**src/sv/lsf_ram.sv**
```systemverilog
// Generic simple dual-port RAM: one write port, one read port, registered read.
// No dependencies.
module lsf_ram #(
	parameter int WIDTH = 8,
	parameter int DEPTH = 16
) (
	input  logic                     clk,
	input  logic                     we,
	input  logic [$clog2(DEPTH)-1:0] waddr,
	input  logic [WIDTH-1:0]         wdata,
	input  logic                     re,
	input  logic [$clog2(DEPTH)-1:0] raddr,
	output logic [WIDTH-1:0]         rdata
);

	logic [WIDTH-1:0] mem [DEPTH];

	always_ff @(posedge clk) begin
		if (we) begin
			mem[waddr] <= wdata;
		end
		if (re) begin
			rdata <= mem[raddr];
		end
	end

endmodule

```
**config.mk**
```make
export PLATFORM = sky130hd
export DESIGN_NAME = lsf_ram
export DESIGN_NICKNAME = d
export VERILOG_FILES = /design/src/sv/lsf_ram.sv
export SDC_FILE = /design/constraint.sdc
export NUM_CORES = 1
export LEC_CHECK = 0
export ABC_AREA = 0
export ABC_CLOCK_PERIOD_IN_PS = 2150
export BUFFER_PORTS_ARGS = -buffer_cell sky130_fd_sc_hd__buf_2
export CAP_MARGIN = 20
export CORE_ASPECT_RATIO = 0.6
export CORE_MARGIN = 2
export CORE_UTILIZATION = 58
export DETAILED_ROUTE_END_ITERATION = 8
export GPL_ROUTABILITY_DRIVEN = 1
export PLACE_DENSITY = 0.81
export SKIP_LAST_GASP = 1
export SYNTH_ARGS = -nofsm -noshare
export SYNTH_HDL_FRONTEND = slang
export SYNTH_SLANG_ARGS = --single-unit
```
**constraint.sdc**
```tcl
create_clock -name clk -period 2.15 [get_ports clk]
set_clock_uncertainty 0.05 [all_clocks]
set_input_delay 0.1075 -clock clk [delete_from_list [all_inputs] [get_ports clk]]
set_output_delay 0.1075 -clock clk [all_outputs]
set_load 0.05 [all_outputs]
```
==> out/metrics.cfg, run 1 <==
[global_routing]
grt_max_degree=17
grt_pass1_wl_um=15650
grt_pass1_vias=2539
antenna_found_initial=0
grt.total_usage=0.2331
grt_overflow=0

[die]
die_area_mm2=0.009813
coreArea_mm2=0.008621
ioPinCount=27
start_util=0.6064
rows=26
die_width_um=126.6
die_h_um=77.54

[worst_setup_path]
cp.arrival_ns=1.71
crit_path_max_fanout=1
required_ns=2.26
regToRegSetupSlack_ns=0.55
critPathCaptureType=flip-flop
critPathKind=flip-flop to flip-flop
worstSetupStartpointType=flip-flop

[run_status]
status=finished clean

[pwr]
peakVddDrop_mv=0.6863
leakagePower_nw=2.104
p_per_area_mw_per_mm2=994.1
total_power_mw=6.138

[sta]
timing.slew.headroom=0.5508
hold_viol=0
drv_slew=0
period_needed_ns=1.597
fin_crit_sh=0.7428
timing.fmax_mhz=626.1
rsz0062_at_grt=false
setup_tns_ns=0
worst_slew_pin_slew_ns=0.6713
setup_viol=0

[route]
drt_iter0_drc=406
ant_nets=0
drt_first_pass_iters=6
via_count=2614
post_drt_via_cell_ratio=6.360
drt-total-wl_um=10360
wire_per_inst_um=25.21
drc=0

[flow_run]
cap_violations=0

[clock_network]
htree_levels=4
cts_made_buffers=17
post_cts_buffers=0
cts_resized=0
cts_tree=built
clock_path_buffers=2
cts_root_buf=clkbuf_16
cts_sinks=136
clock_latency_ns=0.42
clk_pin_slew_ns=0.05

[cells_and_area]
nets=305
final_cell_count_no_fill=411
layout-drive-gt1-share=0.3010
fillers=476
area.growth.synth_to_final_pct=18.12
ff_latch_area_mm2=0.004084
diodes=0
multiInputGateArea_mm2=0.001057

[synth]
synthCells=229
yosysSeqAreaShare=0.7812
ys_ff_latch=136
ys.warnings.count=0
synth_cell_types=18
synthesis.nets=248
syn_area_mm2=0.005228
syn_avg_cell_area_um2=22.83

[placed_design]
dp_cells=378
dp_hpwl_um=6669
place.gp.congestion=0.8516
placement.io_buffers=26

[min_path]
hold_class=input pin to flip-flop

==> critical path, stage by stage (launching register included) <==
cell      delay [ns]
edfxtp_1        0.38
mux4_1          0.61
a22oi_1         0.22
nand2_1         0.09
==> layout by cell type, fill, tap and decap left out, types with 2 or more instances in the layout <==
cell | synthesis | routed
a22oi_1 | 16 | 16
buf_12 | 0 | 2
buf_2 | 3 | 26
buf_4 | 1 | 19
bufinv_16 | 0 | 3
clkbuf_1 | 0 | 4
clkbuf_16 | 0 | 17
clkinv_1 | 0 | 4
clkinv_2 | 0 | 2
clkinvlp_4 | 0 | 2
edfxtp_1 | 136 | 136
mux4_1 | 14 | 14
mux4_2 | 18 | 18
nand2_1 | 9 | 9
nand2b_1 | 2 | 2
nand3b_1 | 2 | 2
nor2_1 | 13 | 13
nor3_1 | 4 | 4
==> cell families after synthesis <==
kind of cell	Yosys count	synth area share
AOI/OAI and AO/OA	16	0.02298
buffers and inverters	10	0.01651
DFF	136	0.7812
muxes	32	0.1479
and+or+nand+nor	35	0.03136
==> final timing paths <==
check | from | endpoint | cells after the start
max | mem[5][3]$_DFFE_PP_ | rdata[3]$_DFFE_PP_ | 3
min | wdata[1] | mem[6][1]$_DFFE_PP_ | 1
max reg2reg | mem[5][3]$_DFFE_PP_ | rdata[3]$_DFFE_PP_ | 3
min reg2reg | mem[3][1]$_DFFE_PP_ | rdata[1]$_DFFE_PP_ | 3
==> layer usage <==
layer | vias to the layer above | global-route usage | routed length (µm)
li1 | 1100 | - | -
met1 | 1344 | 0.3576 | 4385
met2 | 153 | 0.3182 | 4684
met3 | 17 | 0.07103 | 1120
met4 | 0 | 0.09231 | 170
met5 | - | 0 | 0
==> sequential cells by signal, summed over array words and instances, names as in the netlist <==
| name | flops |
|---|---|
| mem | 128 |
| rdata | 8 |
==> power by group <==
group | leakage [nW] | internal, mW | switching, mW | total, mW
clock | 0.271 | 1.80 | 1.01 | 2.81
combinational | 0.597 | 0.120 | 0.206 | 0.326
sequential | 1.24 | 2.99 | 0.0164 | 3.01
==> metrics by stage <==
step	setup slack [ns]	hold slack (ns)	cell area, µm²	utilization
2_1_floorplan	0.4996	0.1564	5228	-
3_3_place_gp	0.3079	0.4235	5594	0.6489
3_5_place_dp	0.2822	0.4245	5594	0.6489
4_1_cts	0.5168	0.03334	6175	0.7163
5_1_grt	0.5178	0.04043	6175	0.7163
6_report	0.5529	0.03928	6175	0.7163
==> synthesized netlist by cell type, drive strengths merged <==
cell type        n  area share
a22oi           16       0.023
and2             1      0.0012
and2b            1      0.0014
buf              7       0.011
clkdlybuf4s25    3      0.0057
edfxtp         136        0.78
mux4            32        0.15
nand2            9      0.0065
nand2b           2      0.0024
nand3            1     0.00096
nand3b           2      0.0029
nor2            13      0.0093
nor2b            1      0.0012
nor3             4      0.0038
or3b             1      0.0017
==> area by class of cell <==
cell class / count / share of cell area
sequential: 136 / 0.6614
multi-input combinational: 83 / 0.1712
clock buffer: 21 / 0.07133
timing repair buffer: 48 / 0.05228
tap: 112 / 0.02269
clock inverter: 11 / 0.02107
==> repair_timing <==
| item | in CTS | in global routing |
|---|---|---|
| hold endpoints to repair | 8 | 0 |
| endpoints found under the setup margin | 0 | 0 |
| hold buffers | 1 | 0 |
(Power assumes the default switching activity.)
==> inputs of run 2 (changes only) <==
--- a/config.mk
+++ b/config.mk
@@ -6,7 +6,7 @@
 export NUM_CORES = 1
 export LEC_CHECK = 0
 export ABC_AREA = 0
-export ABC_CLOCK_PERIOD_IN_PS = 2150
+export ABC_CLOCK_PERIOD_IN_PS = 1600
 export BUFFER_PORTS_ARGS = -buffer_cell sky130_fd_sc_hd__buf_2
 export CAP_MARGIN = 20
 export CORE_ASPECT_RATIO = 0.6
==> constraint.sdc (replaced) <==
create_clock -name clk -period 1.6 [get_ports clk]
set_clock_uncertainty 0.05 [all_clocks]
set_input_delay 0.08 -clock clk [delete_from_list [all_inputs] [get_ports clk]]
set_output_delay 0.08 -clock clk [all_outputs]
set_load 0.05 [all_outputs]
==> run 2 against run 1 <==
Net effect: largest cell class unchanged; first-iteration DRC count fell by 25%; worst hold slack got worse by 0.021 ns; clock power rose by 38%; core utilization is 1.1 points higher; maximum frequency rose by 4.2%; register-to-register slack lost 0.49 ns; routed wire length is 1.2% higher; sequential share of layout area shrank 1.0 points.
==> out/metrics.cfg, run 2 (synthesized netlist as in run 1, its figures left out) <==
[cells_and_area]
fin_util=0.7277
top_register=mem
final_area_mm2=0.006274
area.growth.synth_to_final_pct=20.01
largest_reg_flops=128
diodes=0
final_cell_mix=136 x edfxtp_1, 26 x buf_2, 24 x buf_4
layout-drive-gt1-share=0.3192
final_common_cell=edfxtp_1
nets=314
reg.largest.list=mem x128, rdata x8

[global_routing]
grt_pass1_vias=2641
grt.total_usage=0.2381
antenna_found_initial=0
grt_pass1_wl_um=15950
grt_overflow=0
grt_max_degree=33

[pwr]
power_frac_clock=0.465
total_power_mw=8.382
leakagePower_nw=2.160
peakVddDrop_mv=1.282
p_sw_mw=1.630
p_per_area_mw_per_mm2=1336
comb_power_share=0.053
seqPwrFrac=0.482
switching_share=0.1945
intPower_mw=6.752

[die]
die_width_um=126.6
start_util=0.6064
coreArea_mm2=0.008621
die_h_um=77.54
rows=26
ioPinCount=27
die_area_mm2=0.009813

[min_path]
worstHoldStart=wdata[4]
hold_depth=1
hold_end=mem[1][4]$_DFFE_PP_
hold_class=input pin to flip-flop

[run_status]
status=finished clean

[worst_setup_path]
worstSetupStartpointType=flip-flop
cp.arrival_ns=1.64
reg2regPathDepth=3
critPathCaptureType=flip-flop
reg2reg_to=rdata[6]$_DFFE_PP_
regToRegSetupSlack_ns=0.07
crit_path_max_fanout=1
required_ns=1.71
r2r_start=mem[15][6]$_DFFE_PP_
critPathKind=flip-flop to flip-flop

[sta]
fin_crit_sh=0.9576
rsz0062_at_grt=false
period_needed_ns=1.532
setup_viol=0
worst_slew_pin_slew_ns=0.3558
hold_viol=0
drv_slew=0
timing.slew.headroom=0.7628
timing.fmax_mhz=652.7

[clock_network]
cts_tree=built
post_cts_buffers=0
clk_pin_slew_ns=0.06
cts_root_buf=clkbuf_16
cts_made_buffers=17
clock_latency_ns=0.42
htree_levels=4
clock_path_buffers=2
cts_sinks=136

[route]
drc=0
ant_nets=0
drt-total-wl_um=10490
wire_per_inst_um=25.03
via_count=2586
drt_first_pass_iters=5
post_drt_via_cell_ratio=6.172
drt_iter0_drc=304

[placed_design]
dp_hpwl_um=6585
place.gp.congestion=0.7745
placement.io_buffers=26
place_area_mm2=0.005637

[flow_run]
cap_violations=0

## run 2: cell type report
type	count	area, µm²
timing repair buffer	57	400.4
sequential	136	4084
fill	496	2347
tap	112	140.1
clock buffer	19	432.9
multi-input combinational	83	1059
clock inverter	12	157.7
## run 2: worst max-delay path by stage
stage / startpoint / end / slack [ns] / depth (start not counted)
after detailed placement: raddr[0] / rdata[6]$_DFFE_PP_ / -0.02 / 6
after CTS: mem[1][0]$_DFFE_PP_ / rdata[0]$_DFFE_PP_ / 0.06 / 3
after global routing: mem[10][3]$_DFFE_PP_ / rdata[3]$_DFFE_PP_ / 0.02 / 3
after floorplan: raddr[0] / rdata[1]$_DFFE_PP_ / 0.19 / 5
final: mem[15][6]$_DFFE_PP_ / rdata[6]$_DFFE_PP_ / 0.07 / 3
after global placement: raddr[0] / rdata[2]$_DFFE_PP_ / -0.01 / 5
## run 2: metal layers
metal / track usage / vias to the layer above / part of all wire
met4: 0.08352 / 0 / 0.021
met1: 0.3353 / 1331 / 0.42
met5: 0 / - / 0
li1: - / 1108 / -
met3: 0.07931 / 18 / 0.090
met2: 0.3567 / 129 / 0.47
## run 2: critical path: stages, from the launching register on
cell	delay, ns
edfxtp_1	0.43
mux4_2	0.52
a22oi_1	0.18
nand2_1	0.10
## run 2: power by group through the flow
| stage | clock network (mW) | registers [mW] | logic [mW] |
|---|---|---|---|
| floorplan | 0 | 4.17 | 0.203 |
| global placement | 0 | 4.11 | 0.423 |
| detailed placement | 0 | 4.11 | 0.434 |
| CTS | 3.95 | 4.04 | 0.449 |
| global route | 4.10 | 4.05 | 0.479 |
| finish | 3.89 | 4.04 | 0.447 |
## run 2: through the flow
stage,instances,setup TNS (ns),setup slack [ns],hold slack (ns)
after floorplan,229,0,0.1876,0.1289
after global placement,383,-0.01539,-0.01213,0.4122
after detailed placement,383,-0.02971,-0.02079,0.4175
after CTS,419,0,0.05797,0.007255
after global routing,419,0,0.01520,0.02697
final,419,0,0.06784,0.01783
## run 2: timing repair
action                     CTS  global route
hold buffers                 5             0
hold endpoints to repair    58             0
resized for setup            0             1
setup endpoints to repair    0             1
==> inputs of run 3 (changes only) <==
--- a/config.mk
+++ b/config.mk
@@ -14,7 +14,8 @@
 export CORE_UTILIZATION = 58
 export DETAILED_ROUTE_END_ITERATION = 8
 export GPL_ROUTABILITY_DRIVEN = 1
-export PLACE_DENSITY = 0.81
+export PLACE_DENSITY = 0.74
+export SKIP_CTS_REPAIR_TIMING = 1
 export SKIP_LAST_GASP = 1
 export SYNTH_ARGS = -nofsm -noshare
 export SYNTH_HDL_FRONTEND = slang
==> constraint.sdc (replaced) <==
create_clock -name clk -period 1.6 [get_ports clk]
set_clock_uncertainty 0.05 [all_clocks]
set_input_delay 0.32 -clock clk [delete_from_list [all_inputs] [get_ports clk]]
set_output_delay 0.32 -clock clk [all_outputs]
set_load 0.05 [all_outputs]
==> run 3 against run 2 <==
Net effect: total power grew 1.6%; largest cell class unchanged; sequential power is essentially flat; highest routed layer unchanged; global-route usage grew 0.70 points; count of clock-buffer cells in the layout shrank 2.
==> out/metrics.cfg, run 3 (synthesized netlist as in run 1, its figures left out) <==
[global_routing]
grt_pass1_vias=2664
antenna_found_initial=0
grt_pass1_wl_um=16310
grt.total_usage=0.2451
grt_overflow=0
grt_max_degree=20

[min_path]
hold_class=input pin to flip-flop

[sta]
setup_viol=0
hold_viol=0
period_needed_ns=1.560
timing.fmax_mhz=641.0
fin_crit_sh=0.9750
drv_slew=0
timing.slew.headroom=0.3744
rsz0062_at_grt=false
worst_slew_pin_slew_ns=0.9365

[clock_network]
clock_path_buffers=2
clock_latency_ns=0.41
clk_pin_slew_ns=0.06
cts_made_buffers=17
cts_tree=built
htree_levels=4
cts_sinks=136
cts_root_buf=clkbuf_16

[cells_and_area]
nets=320
diodes=0
final_common_cell=edfxtp_1
layout-drive-gt1-share=0.3885
area.growth.synth_to_final_pct=21.13
final_area_mm2=0.006332
reg.largest.list=mem x128, rdata x8
largest_reg_flops=128
top_register=mem
final_cell_count_no_fill=426
final_cell_mix=136 x edfxtp_1, 33 x buf_4, 26 x mux4_2, 26 x buf_2, 17 x clkbuf_16

[worst_setup_path]
critPathCaptureType=flip-flop
required_ns=1.71
worstSetupStartpointType=flip-flop
critPathKind=flip-flop to flip-flop
cp.arrival_ns=1.67
regToRegSetupSlack_ns=0.04
crit_path_max_fanout=1

[route]
drt_first_pass_iters=5
drt_iter0_drc=326
drt-total-wl_um=10900
drc=0
via_count=2658
ant_nets=0
post_drt_via_cell_ratio=6.239
wire_per_inst_um=25.58

[die]
die_h_um=77.54
rows=26
die_area_mm2=0.009813
coreArea_mm2=0.008621
ioPinCount=27
die_width_um=126.6
start_util=0.6064

[placed_design]
place_area_mm2=0.005718
placement.io_buffers=26
place.gp.congestion=0.8156
dp_cells=394
dp_hpwl_um=6821

[pwr]
seqPwrFrac=0.475
p_sw_mw=1.730
leakagePower_nw=2.180
intPower_mw=6.783
p_per_area_mw_per_mm2=1344
peakVddDrop_mv=0.9052
power_frac_clock=0.470
comb_power_share=0.055
switching_share=0.2032

[run_status]
status=finished clean

[flow_run]
cap_violations=0

## run 3: worst max-delay path: stages (launching register included)
cell and delay, ns:
edfxtp_1 0.38, mux4_2 0.47, a22oi_1 0.20, buf_4 0.16, nand2_1 0.04
## run 3: layout make-up
cell class | count | area (µm²)
Tap cell | 112 | 140.1
Sequential cell | 136 | 4084
Fill cell | 462 | 2288
Clock buffer | 17 | 425.4
Multi-Input combinational cell | 83 | 1042
Timing Repair Buffer | 63 | 457.9
Clock inverter | 15 | 182.7
## run 3: stage by stage
stage               setup TNS (ns)  power (mW)  utilization  setup slack [ns]  hold slack, ns
floorplan                   -1.141       4.376            -          -0.03615          0.3689
global placement            -3.141       4.562       0.6633           -0.3645          0.6561
detailed placement          -3.261       4.576       0.6633           -0.4145          0.6583
CTS                       -0.02205       8.567       0.7338          -0.02205          0.2187
global route                     0       8.740       0.7345           0.01291          0.2297
finish                           0       8.513       0.7345           0.03998          0.2366
## run 3: routing by layer
| layer | routed length (µm) | vias up | track usage |
|---|---|---|---|
| li1 | - | 1120 | - |
| met1 | 4680 | 1380 | 0.3672 |
| met2 | 4989 | 144 | 0.3444 |
| met3 | 1107 | 14 | 0.08000 |
| met4 | 118 | 0 | 0.08791 |
| met5 | 0 | - | 0 |
## run 3: power by group through the flow
stage          logic, mW  registers [mW]  clock network [mW]
2_1_floorplan      0.210            4.17                   0
3_3_place_gp       0.453            4.11                   0
3_5_place_dp       0.463            4.11                   0
4_1_cts            0.468            4.04                4.06
5_1_grt            0.501            4.05                4.19
6_report           0.470            4.04                4.00
## run 3: worst paths after layout
| check | start | endpoint | depth (start not counted) |
|---|---|---|---|
| min | wdata[7] | mem[7][7]$_DFFE_PP_ | 1 |
| min reg2reg | mem[7][0]$_DFFE_PP_ | rdata[0]$_DFFE_PP_ | 3 |
| max reg2reg | mem[9][0]$_DFFE_PP_ | rdata[0]$_DFFE_PP_ | 4 |
| max | mem[9][0]$_DFFE_PP_ | rdata[0]$_DFFE_PP_ | 4 |
